`src/rtl/tldda_pkg.sv`:
```
package tldda_pkg;

  // field widths of one request and of the registers
  localparam int START_W    = 20;
  localparam int DIR_W      = 16;
  localparam int THICK_W    = 3;
  localparam int LEN_W      = 6;
  localparam int MAPW_W     = 12;

  // fixed-point formats of the inputs
  localparam int START_FRAC = 8;
  localparam int DIR_FRAC   = 14;

  // magnitude of a direction component, -32768 included
  localparam int MAG_W      = 16;
  // integer bits of a walked position, sign included
  localparam int INT_W      = 14;
  // signed width of direction times thickness
  localparam int PERP_W     = 20;
  // width of the step count before saturation
  localparam int STEP_RAW_W = MAG_W + LEN_W - DIR_FRAC;
  localparam int MAX_STEPS  = 63;

  localparam int IN_DATA_W  = 80;

  localparam int CFG_IDX_W  = 2;
  localparam int CFG_DATA_W = 12;
  localparam logic [CFG_IDX_W-1:0] CFG_LEN  = 2'd0;
  localparam logic [CFG_IDX_W-1:0] CFG_XLIM = 2'd1;

  localparam logic [LEN_W-1:0]  LEN_RST  = 6'd30;
  localparam logic [MAPW_W-1:0] XLIM_RST = 12'd640;

  typedef enum logic [2:0] {
    ST_IDLE,
    ST_SETUP,
    ST_DIVX,
    ST_DIVY,
    ST_WALK
  } tldda_state_t;

  typedef struct packed {
    logic             start;
    logic [MAG_W-1:0] dividend;
    logic [MAG_W-1:0] divisor;
  } div_req_t;

endpackage

```
`src/rtl/thick_line_dda_rasterizer.sv`:
```
// Draws one line per request: the origin is shifted across the direction by
// the thickness, then walked for trunc(max(|dir_x|,|dir_y|) * length) steps
// (at most 63), one pixel beat per step, tlast on the final pixel and
// stopping early once x reaches the x limit. A request passes a setup state,
// then two passes of a shared restoring divider for the x and y increments,
// then the walk at one cycle per pixel while out_tready is high, and then
// returns to idle. Requests whose start x is at or past the x limit or that
// have zero steps return to ready straight from the setup state. The divider
// is the only iterative part; in_tready stays low until the walk of the
// previous line has finished, while its last pixel may still wait in the
// output register.
module thick_line_dda_rasterizer #(
  parameter int FRAC_BITS  = 16,
  parameter int COORD_BITS = 14
) (
  input  logic                                clk,
  input  logic                                rst_n,
  input  logic                                in_tvalid,
  output logic                                in_tready,
  // start_x[19:0], start_y[39:20], dir_x[55:40], dir_y[71:56], thickness[74:72]
  input  logic [tldda_pkg::IN_DATA_W-1:0]     in_tdata,
  output logic                                out_tvalid,
  input  logic                                out_tready,
  // pixel_x, pixel_y, each COORD_BITS wide, zero padded to whole bytes
  output logic [((2*COORD_BITS+7)/8)*8-1:0]   out_tdata,
  output logic                                out_tlast,
  input  logic                                cfg_valid,
  output logic                                cfg_ready,
  input  logic [tldda_pkg::CFG_IDX_W-1:0]     cfg_index,
  input  logic [tldda_pkg::CFG_DATA_W-1:0]    cfg_data
);
  import tldda_pkg::*;

  localparam int OUT_W = ((2*COORD_BITS+7)/8)*8;
  localparam int POS_W = FRAC_BITS + INT_W;
  localparam int INC_W = FRAC_BITS + 2;

  tldda_state_t state_r, state_nxt;

  logic [LEN_W-1:0]          ll_r;
  logic [MAPW_W-1:0]         mw_r;

  logic [START_W-1:0]        sx_r, sy_r;
  logic signed [DIR_W-1:0]   dx_r, dy_r;
  logic signed [THICK_W-1:0] th_r;

  logic [MAG_W-1:0]          m_r;
  logic [LEN_W-1:0]          steps_r;
  logic signed [POS_W-1:0]   pos_x_r, pos_y_r;
  logic signed [INC_W-1:0]   inc_x_r;

  logic [MAG_W-1:0]          ax, ay, m;
  logic [MAG_W+LEN_W-1:0]    prod;
  logic [STEP_RAW_W-1:0]     steps_raw;
  logic [LEN_W-1:0]          steps;
  logic                      start_ok;
  logic signed [PERP_W-1:0]  perp_x, perp_y;
  logic signed [POS_W-1:0]   perp_x_f, perp_y_f;
  logic signed [POS_W-1:0]   sx_f, sy_f;
  logic signed [INC_W-1:0]   inc_w;

  div_req_t                  div_req;
  logic                      div_done;
  logic [FRAC_BITS:0]        div_q;
  logic                      walk_load;
  logic                      walk_busy;
  logic [COORD_BITS-1:0]     pixel_x, pixel_y;

  assign cfg_ready = 1'b1;

  always_ff @(posedge clk) begin
    if (!rst_n) begin
      ll_r <= LEN_RST;
      mw_r <= XLIM_RST;
    end else if (cfg_valid && cfg_ready) begin
      case (cfg_index)
        CFG_LEN:  ll_r <= cfg_data[LEN_W-1:0];
        CFG_XLIM: mw_r <= cfg_data[MAPW_W-1:0];
        default: ;
      endcase
    end
  end

  always_ff @(posedge clk) begin
    if (in_tvalid && in_tready) begin
      sx_r <= in_tdata[19:0];
      sy_r <= in_tdata[39:20];
      dx_r <= in_tdata[55:40];
      dy_r <= in_tdata[71:56];
      th_r <= in_tdata[74:72];
    end
  end

  // setup arithmetic
  always_comb begin
    ax        = dx_r[DIR_W-1] ? MAG_W'(-dx_r) : MAG_W'(dx_r);
    ay        = dy_r[DIR_W-1] ? MAG_W'(-dy_r) : MAG_W'(dy_r);
    m         = (ax > ay) ? ax : ay;
    prod      = {{LEN_W{1'b0}}, m} * {{MAG_W{1'b0}}, ll_r};
    steps_raw = prod[MAG_W+LEN_W-1:DIR_FRAC];
    steps     = (steps_raw > STEP_RAW_W'(MAX_STEPS)) ? LEN_W'(MAX_STEPS)
                                                     : steps_raw[LEN_W-1:0];
    start_ok  = sx_r < {mw_r, {START_FRAC{1'b0}}};
    perp_x    = -(PERP_W'(dy_r) * PERP_W'(th_r));
    perp_y    = PERP_W'(dx_r) * PERP_W'(th_r);
    sx_f      = POS_W'(sx_r) << (FRAC_BITS - START_FRAC);
    sy_f      = POS_W'(sy_r) << (FRAC_BITS - START_FRAC);
  end

  generate
    if (FRAC_BITS >= DIR_FRAC) begin : g_perp_up
      assign perp_x_f = POS_W'(perp_x) <<< (FRAC_BITS - DIR_FRAC);
      assign perp_y_f = POS_W'(perp_y) <<< (FRAC_BITS - DIR_FRAC);
    end else begin : g_perp_down
      localparam int SH = DIR_FRAC - FRAC_BITS;
      localparam logic signed [PERP_W-1:0] PRND = PERP_W'((64'd1 << SH) - 64'd1);
      logic signed [PERP_W-1:0] adj_x, adj_y;
      // truncate toward zero
      assign adj_x    = perp_x + (perp_x[PERP_W-1] ? PRND : '0);
      assign adj_y    = perp_y + (perp_y[PERP_W-1] ? PRND : '0);
      assign perp_x_f = POS_W'(adj_x >>> SH);
      assign perp_y_f = POS_W'(adj_y >>> SH);
    end
  endgenerate

  // signed increment from the divider quotient
  always_comb begin
    if (state_r == ST_DIVX) begin
      inc_w = dx_r[DIR_W-1] ? -INC_W'(div_q) : INC_W'(div_q);
    end else begin
      inc_w = dy_r[DIR_W-1] ? -INC_W'(div_q) : INC_W'(div_q);
    end
  end

  always_ff @(posedge clk) begin
    if (state_r == ST_SETUP) begin
      m_r     <= m;
      steps_r <= steps;
      pos_x_r <= sx_f + perp_x_f;
      pos_y_r <= sy_f + perp_y_f;
    end
    if (state_r == ST_DIVX && div_done) begin
      inc_x_r <= inc_w;
    end
  end

  always_ff @(posedge clk) begin
    if (!rst_n) begin
      state_r <= ST_IDLE;
    end else begin
      state_r <= state_nxt;
    end
  end

  always_comb begin
    state_nxt = state_r;
    div_req   = '0;
    walk_load = 1'b0;
    in_tready = 1'b0;
    case (state_r)
      ST_IDLE: begin
        in_tready = 1'b1;
        if (in_tvalid) begin
          state_nxt = ST_SETUP;
        end
      end
      ST_SETUP: begin
        if (start_ok && steps != '0) begin
          div_req.start    = 1'b1;
          div_req.dividend = ax;
          div_req.divisor  = m;
          state_nxt        = ST_DIVX;
        end else begin
          state_nxt = ST_IDLE;
        end
      end
      ST_DIVX: begin
        if (div_done) begin
          div_req.start    = 1'b1;
          div_req.dividend = ay;
          div_req.divisor  = m_r;
          state_nxt        = ST_DIVY;
        end
      end
      ST_DIVY: begin
        if (div_done) begin
          walk_load = 1'b1;
          state_nxt = ST_WALK;
        end
      end
      ST_WALK: begin
        if (!walk_busy) begin
          state_nxt = ST_IDLE;
        end
      end
      default: state_nxt = ST_IDLE;
    endcase
  end

  tldda_div #(
    .FRAC_BITS (FRAC_BITS)
  ) u_div (
    .clk      (clk),
    .rst_n    (rst_n),
    .req      (div_req),
    .done     (div_done),
    .quotient (div_q)
  );

  tldda_walk #(
    .FRAC_BITS  (FRAC_BITS),
    .COORD_BITS (COORD_BITS)
  ) u_walk (
    .clk        (clk),
    .rst_n      (rst_n),
    .load       (walk_load),
    .pos_x      (pos_x_r),
    .pos_y      (pos_y_r),
    .inc_x      (inc_x_r),
    .inc_y      (inc_w),
    .steps      (steps_r),
    .x_limit    (mw_r),
    .busy       (walk_busy),
    .out_tvalid (out_tvalid),
    .out_tready (out_tready),
    .pixel_x    (pixel_x),
    .pixel_y    (pixel_y),
    .out_tlast  (out_tlast)
  );

  assign out_tdata = OUT_W'({pixel_y, pixel_x});

  a_ready_walk_idle: assert property (@(posedge clk) disable iff (!rst_n)
    in_tready |-> !walk_busy)
    else $error("request accepted while a line is still being walked");

  a_div_done_state: assert property (@(posedge clk) disable iff (!rst_n)
    div_done |-> (state_r == ST_DIVX || state_r == ST_DIVY))
    else $error("divider finished outside a divide state");

  a_load_idle: assert property (@(posedge clk) disable iff (!rst_n)
    walk_load |=> walk_busy)
    else $error("walker did not start after load");

endmodule

```
`src/rtl/tldda_div.sv`:
```
module tldda_div #(
  parameter int FRAC_BITS = 16
) (
  input  logic                 clk,
  input  logic                 rst_n,
  input  tldda_pkg::div_req_t  req,
  output logic                 done,
  output logic [FRAC_BITS:0]   quotient
);
  import tldda_pkg::*;

  localparam int ITER  = FRAC_BITS + 1;
  localparam int CNT_W = $clog2(ITER + 1);
  localparam int R_W   = MAG_W + 1;

  logic [R_W-1:0]     rem_r;
  logic [MAG_W-1:0]   div_r;
  logic [FRAC_BITS:0] quo_r;
  logic [CNT_W-1:0]   cnt_r;
  logic               busy_r;
  logic               done_r;

  logic               ge;
  logic [R_W-1:0]     diff;

  // restoring division, dividend is at most the divisor so the first
  // step needs no shift
  always_comb begin
    ge   = rem_r >= {1'b0, div_r};
    diff = ge ? rem_r - {1'b0, div_r} : rem_r;
  end

  always_ff @(posedge clk) begin
    if (!rst_n) begin
      busy_r <= 1'b0;
      done_r <= 1'b0;
      cnt_r  <= '0;
    end else begin
      done_r <= 1'b0;
      if (req.start) begin
        busy_r <= 1'b1;
        cnt_r  <= CNT_W'(ITER);
      end else if (busy_r) begin
        cnt_r <= cnt_r - CNT_W'(1);
        if (cnt_r == CNT_W'(1)) begin
          busy_r <= 1'b0;
          done_r <= 1'b1;
        end
      end
    end
  end

  always_ff @(posedge clk) begin
    if (req.start) begin
      rem_r <= {1'b0, req.dividend};
      div_r <= req.divisor;
      quo_r <= '0;
    end else if (busy_r) begin
      rem_r <= {diff[R_W-2:0], 1'b0};
      quo_r <= {quo_r[FRAC_BITS-1:0], ge};
    end
  end

  assign done     = done_r;
  assign quotient = quo_r;

endmodule

```
`src/rtl/tldda_walk.sv`:
```
module tldda_walk #(
  parameter int FRAC_BITS  = 16,
  parameter int COORD_BITS = 14
) (
  input  logic                                          clk,
  input  logic                                          rst_n,
  input  logic                                          load,
  input  logic signed [FRAC_BITS+tldda_pkg::INT_W-1:0]  pos_x,
  input  logic signed [FRAC_BITS+tldda_pkg::INT_W-1:0]  pos_y,
  input  logic signed [FRAC_BITS+1:0]                   inc_x,
  input  logic signed [FRAC_BITS+1:0]                   inc_y,
  input  logic [tldda_pkg::LEN_W-1:0]                   steps,
  input  logic [tldda_pkg::MAPW_W-1:0]                  x_limit,
  output logic                                          busy,
  output logic                                          out_tvalid,
  input  logic                                          out_tready,
  output logic [COORD_BITS-1:0]                         pixel_x,
  output logic [COORD_BITS-1:0]                         pixel_y,
  output logic                                          out_tlast
);
  import tldda_pkg::*;

  localparam int POS_W = FRAC_BITS + INT_W;
  localparam int INC_W = FRAC_BITS + 2;
  localparam logic signed [POS_W-1:0] RND = POS_W'((64'd1 << FRAC_BITS) - 64'd1);

  logic signed [POS_W-1:0] cur_x_r, cur_y_r, limit_r;
  logic signed [INC_W-1:0] inc_x_r, inc_y_r;
  logic [LEN_W-1:0]        steps_r;
  logic                    active_r;

  logic                    out_valid_r;
  logic [COORD_BITS-1:0]   px_r, py_r;
  logic                    last_r;

  logic signed [POS_W-1:0] nx, ny, adj_x, adj_y;
  logic signed [INT_W-1:0] int_x, int_y;
  logic                    stop, slot_free, emit, last_w;

  always_comb begin
    nx        = cur_x_r + POS_W'(inc_x_r);
    ny        = cur_y_r + POS_W'(inc_y_r);
    stop      = (steps_r == '0) || !(cur_x_r < limit_r);
    slot_free = !out_valid_r || out_tready;
    emit      = active_r && !stop && slot_free;
    last_w    = (steps_r == LEN_W'(1)) || !(nx < limit_r);
    // truncate toward zero
    adj_x     = cur_x_r + (cur_x_r[POS_W-1] ? RND : '0);
    adj_y     = cur_y_r + (cur_y_r[POS_W-1] ? RND : '0);
    int_x     = adj_x[POS_W-1:FRAC_BITS];
    int_y     = adj_y[POS_W-1:FRAC_BITS];
  end

  always_ff @(posedge clk) begin
    if (!rst_n) begin
      active_r    <= 1'b0;
      out_valid_r <= 1'b0;
      steps_r     <= '0;
    end else begin
      if (load) begin
        active_r <= 1'b1;
        steps_r  <= steps;
      end else if (active_r) begin
        if (stop || (emit && last_w)) begin
          active_r <= 1'b0;
        end
        if (emit) begin
          steps_r <= steps_r - LEN_W'(1);
        end
      end
      if (emit) begin
        out_valid_r <= 1'b1;
      end else if (out_tready) begin
        out_valid_r <= 1'b0;
      end
    end
  end

  always_ff @(posedge clk) begin
    if (load) begin
      cur_x_r <= pos_x;
      cur_y_r <= pos_y;
      inc_x_r <= inc_x;
      inc_y_r <= inc_y;
      limit_r <= POS_W'({x_limit, {FRAC_BITS{1'b0}}});
    end else if (emit) begin
      cur_x_r <= nx;
      cur_y_r <= ny;
    end
    if (emit) begin
      px_r   <= COORD_BITS'(int_x);
      py_r   <= COORD_BITS'(int_y);
      last_r <= last_w;
    end
  end

  assign busy       = active_r;
  assign out_tvalid = out_valid_r;
  assign pixel_x    = px_r;
  assign pixel_y    = py_r;
  assign out_tlast  = last_r;

endmodule
```
`config.mk`:
```
export PLATFORM = sky130hd
export DESIGN_NAME = thick_line_dda_rasterizer
export DESIGN_NICKNAME = d
export VERILOG_FILES = /design/src/rtl/tldda_pkg.sv /design/src/rtl/thick_line_dda_rasterizer.sv /design/src/rtl/tldda_div.sv /design/src/rtl/tldda_walk.sv
export SDC_FILE = /design/constraint.sdc
export NUM_CORES = 1
export LEC_CHECK = 0
export BUFFER_PORTS_ARGS = -buffer_cell sky130_fd_sc_hd__buf_2
export CORE_UTILIZATION = 58
export CTS_BUF_LIST = sky130_fd_sc_hd__clkbuf_8
export DETAILED_ROUTE_END_ITERATION = 8
export PLACE_DENSITY = 0.85
export SLEW_MARGIN = 40
export SYNTH_ARGS = -nofsm -noshare
export SYNTH_HDL_FRONTEND = slang
export SYNTH_SLANG_ARGS = --single-unit
```
`constraint.sdc`:
```
create_clock -name clk -period 9 [get_ports clk]
set_input_delay 2.7 -clock clk [delete_from_list [all_inputs] [get_ports clk]]
set_output_delay 2.7 -clock clk [all_outputs]
set_load 0.005 [all_outputs]
```
==> flow_metrics.py <==
metrics = {
    "placed_design": {
        "dpl-instance-area_um2": 30500,
        "port_buffers": 124,
        "dp_cells": 3541,
        "gp_congestion": 0.952,
        "hpwlAfterDp_um": 53900,
    },
    "sta": {
        "relSlewSlack": 0.435,
        "drv_slew": 0,
        "finalCritPeriodShare": 0.986,
        "period_minus_slack_ps": 8880,
        "finalHoldViolCount": 0,
        "max_freq_mhz": 113,
        "fin_hold_ws_ps": 419,
        "finalClockSkew_ps": 50.2,
        "finalSetupViolations": 0,
        "tightest_slew_ps": 847,
    },
    "worst_setup_path": {
        "reg2reg_slack_ps": 120,
        "criticalPathCategory": "reg2reg",
        "end_kind": "flip-flop",
        "crit_family": "simple AND/OR/NAND/NOR gates",
        "path_buf_inv": 7,
        "path_depth": 34,
        "r2r_start": "dx_r[1]",
        "required_ps": 9400,
        "slowest_stage": "or4_4",
        "critPathMaxFanout": 8,
        "max_stage_delay_ps": 600,
        "worstPathArrival_ps": 9270,
        "worstSetupEndpoint": "u_div.rem_r[8]",
        "r2r_end": "u_div.rem_r[8]",
        "cp-startpoint": "dx_r[1]",
        "critPathLaunchType": "flip-flop",
        "reg2reg_depth": 34,
    },
    "detailed_routing": {
        "drt_wl_total_um": 72200,
        "drt_iter0_markers": 2196,
        "post_drt_wl_per_cell_um": 19.6,
        "drc": 0,
        "avgViaCountPerCell": 6.01,
        "detail-route-antenna-nets": 0,
        "vias": 22100,
        "drtPass1Iterations": 6,
    },
    "final_layout": {
        "fillers": 3451,
        "drive_above_1_share": 0.146,
        "fin_cells": 3686,
        "finish.instance_area_um2": 32400,
        "synthToLayoutAreaGrowth_pct": 13.8,
        "seqCellArea_um2": 11300,
        "fin_nets": 3521,
        "multi_input_area_um2": 16300,
    },
    "clock_tree": {
        "cts_buffer_depth": 3,
        "cts_sinks": 394,
        "clk_pin_slew_ps": 60,
        "clock_tree.root_cell": "clkbuf_8",
        "cts_tree": "done",
        "numCtsBuffers": 68,
        "cts_htree_levels": 3,
        "clk_latency_ps": 680,
    },
    "hold_path": {
        "hp-class": "reg2reg",
    },
    "yosys": {
        "synthFlopType": "edfxtp_1",
        "yosysMostFrequentCell": "edfxtp_1",
        "seq_area_frac_synth": 0.397,
        "synth_commonest_cells": "edfxtp_1, ha_1, nand2_1, inv_1, a21oi_1",
        "yosys_warnings": 0,
        "synth_seq_cells": 394,
        "ys_top_cells_by_area": "edfxtp_1, ha_1, fa_1",
        "synthCells": 2762,
        "synthArstFlopShare": 0,
        "netlist.top_cell.by_area": "edfxtp_1",
        "synth_top_cell_area_share": 0.359,
        "avgSynthCellArea_um2": 10.3,
        "synth-edff-count": 340,
        "synth_area_um2": 28500,
        "synth_cell_types": 80,
    },
    "power": {
        "power.internal_mw": 7.06,
        "static-leakage-power_nw": 13.9,
        "netSwitchingPower_mw": 5.50,
        "combPwrFrac": 0.649,
        "swShare": 0.438,
        "p_seq_frac": 0.214,
        "powerDensity_nw_per_um2": 388,
        "peakVddDrop_v": 0.000620,
        "clkPwrFrac": 0.136,
        "finalPower_mw": 12.6,
    },
    "status": {
        "status": "complete, no violations",
    },
    "floorplan": {
        "boundaryPins": 135,
        "die_area_um2": 49900,
        "rows": 80,
        "dieWidth_um": 223,
        "start_util": 0.592,
        "die_h_um": 223,
        "core_um2": 48000,
    },
    "grt": {
        "grt_usage": 0.288,
        "grtUsageMet3": 0.0497,
        "use_met2": 0.463,
        "grt_pass1_wl_um": 113000,
        "globalRoute.busiestLayer": "met2",
        "met1_usage": 0.380,
        "grt_antenna_before_repair": 2,
        "overflow": 0,
        "grt_max_degree": 62,
        "grt_pass1_vias": 22000,
    },
    "job": {
        "cap_violations": 0,
    },
}
layout make-up:
| cell class | instances | area share |
|---|---|---|
| diodes | 4 | 0.000309 |
| clock buffers | 75 | 0.0319 |
| clock inverters | 48 | 0.0120 |
| inverters | 242 | 0.0281 |
| multi-input cells | 2056 | 0.504 |
| flip-flops and latches | 394 | 0.349 |
| well taps | 615 | 0.0238 |
| repair buffers | 252 | 0.0509 |
through the flow:
stage / setup WS (ps) / TNS, ps / util
after floorplan: 6.48 / 0 / -
after detailed placement: -275 / -13680 / 0.634
after global routing: -113 / -4610 / 0.674
after CTS: 4.57 / 0 / 0.665
final: 122 / 0 / 0.674
after global placement: 19.3 / 0 / 0.633
flip-flops by register name (all words and copies together) (netlist names), 5 cells and up:
register and count:
inc_x_r 18, u_div.div_r 16, u_div.quotient 17, dy_r 16
ll_r 6, pos_y_r 28, u_div.cnt_r 5, u_walk.cur_y_r 30
u_walk.inc_y_r 18, pos_x_r 28, sx_r 20, mw_r 12
dx_r 16, u_walk.inc_x_r 18, u_walk.cur_x_r 30, u_walk.pixel_y 14
m_r 16, u_walk.limit_r 12, u_walk.pixel_x 14, sy_r 20
u_div.rem_r 17, u_walk.steps_r 6, steps_r 6
power by group through the flow:
stage	clock network [mW]	logic [mW]	registers [mW]
floorplan	0	5.40	2.67
global placement	0	7.35	2.71
detailed placement	0	7.67	2.72
CTS	1.73	7.81	2.68
global route	1.81	8.95	2.71
finish	1.71	8.15	2.69
cell families after synthesis:
logic type      synth area share
compound gates             0.128
flops                      0.397
other cells             0.000264
xor+xnor                  0.0649
buf+inv                   0.0433
fa+ha+maj                  0.204
mux                       0.0212
simple gates               0.142
cell usage in the layout, fill, tap and decap left out, drive strengths merged, types with 8 or more instances in the layout:
cell | synthesis | layout
inv | 239 | 258
o31ai | 16 | 16
nand2 | 262 | 262
o221ai | 15 | 15
nor2b | 27 | 27
nor3 | 67 | 67
xor2 | 86 | 86
a21o | 64 | 64
mux2 | 18 | 18
a22o | 17 | 17
o211ai | 31 | 31
o21bai | 19 | 19
nand3 | 46 | 46
a31oi | 17 | 17
o21ai | 106 | 106
and2 | 117 | 117
xnor2 | 125 | 125
clkbuf | 57 | 75
and3 | 21 | 21
or3 | 20 | 21
a2111oi | 9 | 9
buf | 17 | 252
a21oi | 166 | 166
dfxtp | 54 | 54
nand4 | 18 | 18
fa | 94 | 94
clkinv | 3 | 21
mux2i | 40 | 40
edfxtp | 340 | 340
nor4 | 13 | 13
nand2b | 47 | 47
nor2 | 141 | 141
a211oi | 16 | 16
a211o | 8 | 8
o21a | 28 | 28
ha | 314 | 314
worst min-delay path by stage:
stage,from,end,depth (start not counted)
global placement,inc_x_r[16],u_walk.inc_x_r[16],0
CTS,inc_x_r[7],u_walk.inc_x_r[7],0
floorplan,inc_x_r[0],u_walk.inc_x_r[0],0
finish,inc_x_r[5],u_walk.inc_x_r[5],0
global route,inc_x_r[3],u_walk.inc_x_r[3],0
detailed placement,inc_x_r[11],u_walk.inc_x_r[11],0
layer usage:
metal / up-vias / share of wire
met2: 962 / 0.46
met4: 2 / 0.046
met5: - / 0.00018
met3: 186 / 0.079
met1: 10600 / 0.42
li1: 10400 / -
what timing repair did:
| item | 4_1_cts | 5_1_grt |
|---|---|---|
| endpoints found under the setup margin | 86 | 90 |
| endpoints found under the hold margin | 0 | 0 |
| resized for setup | 11 | 53 |
| pin swaps | 4 | 28 |
| hold buffers | 0 | 0 |
| cloned | 1 | 0 |
| setup buffers | 3 | 13 |
No activity file was read; power rests on OpenSTA's default activity.
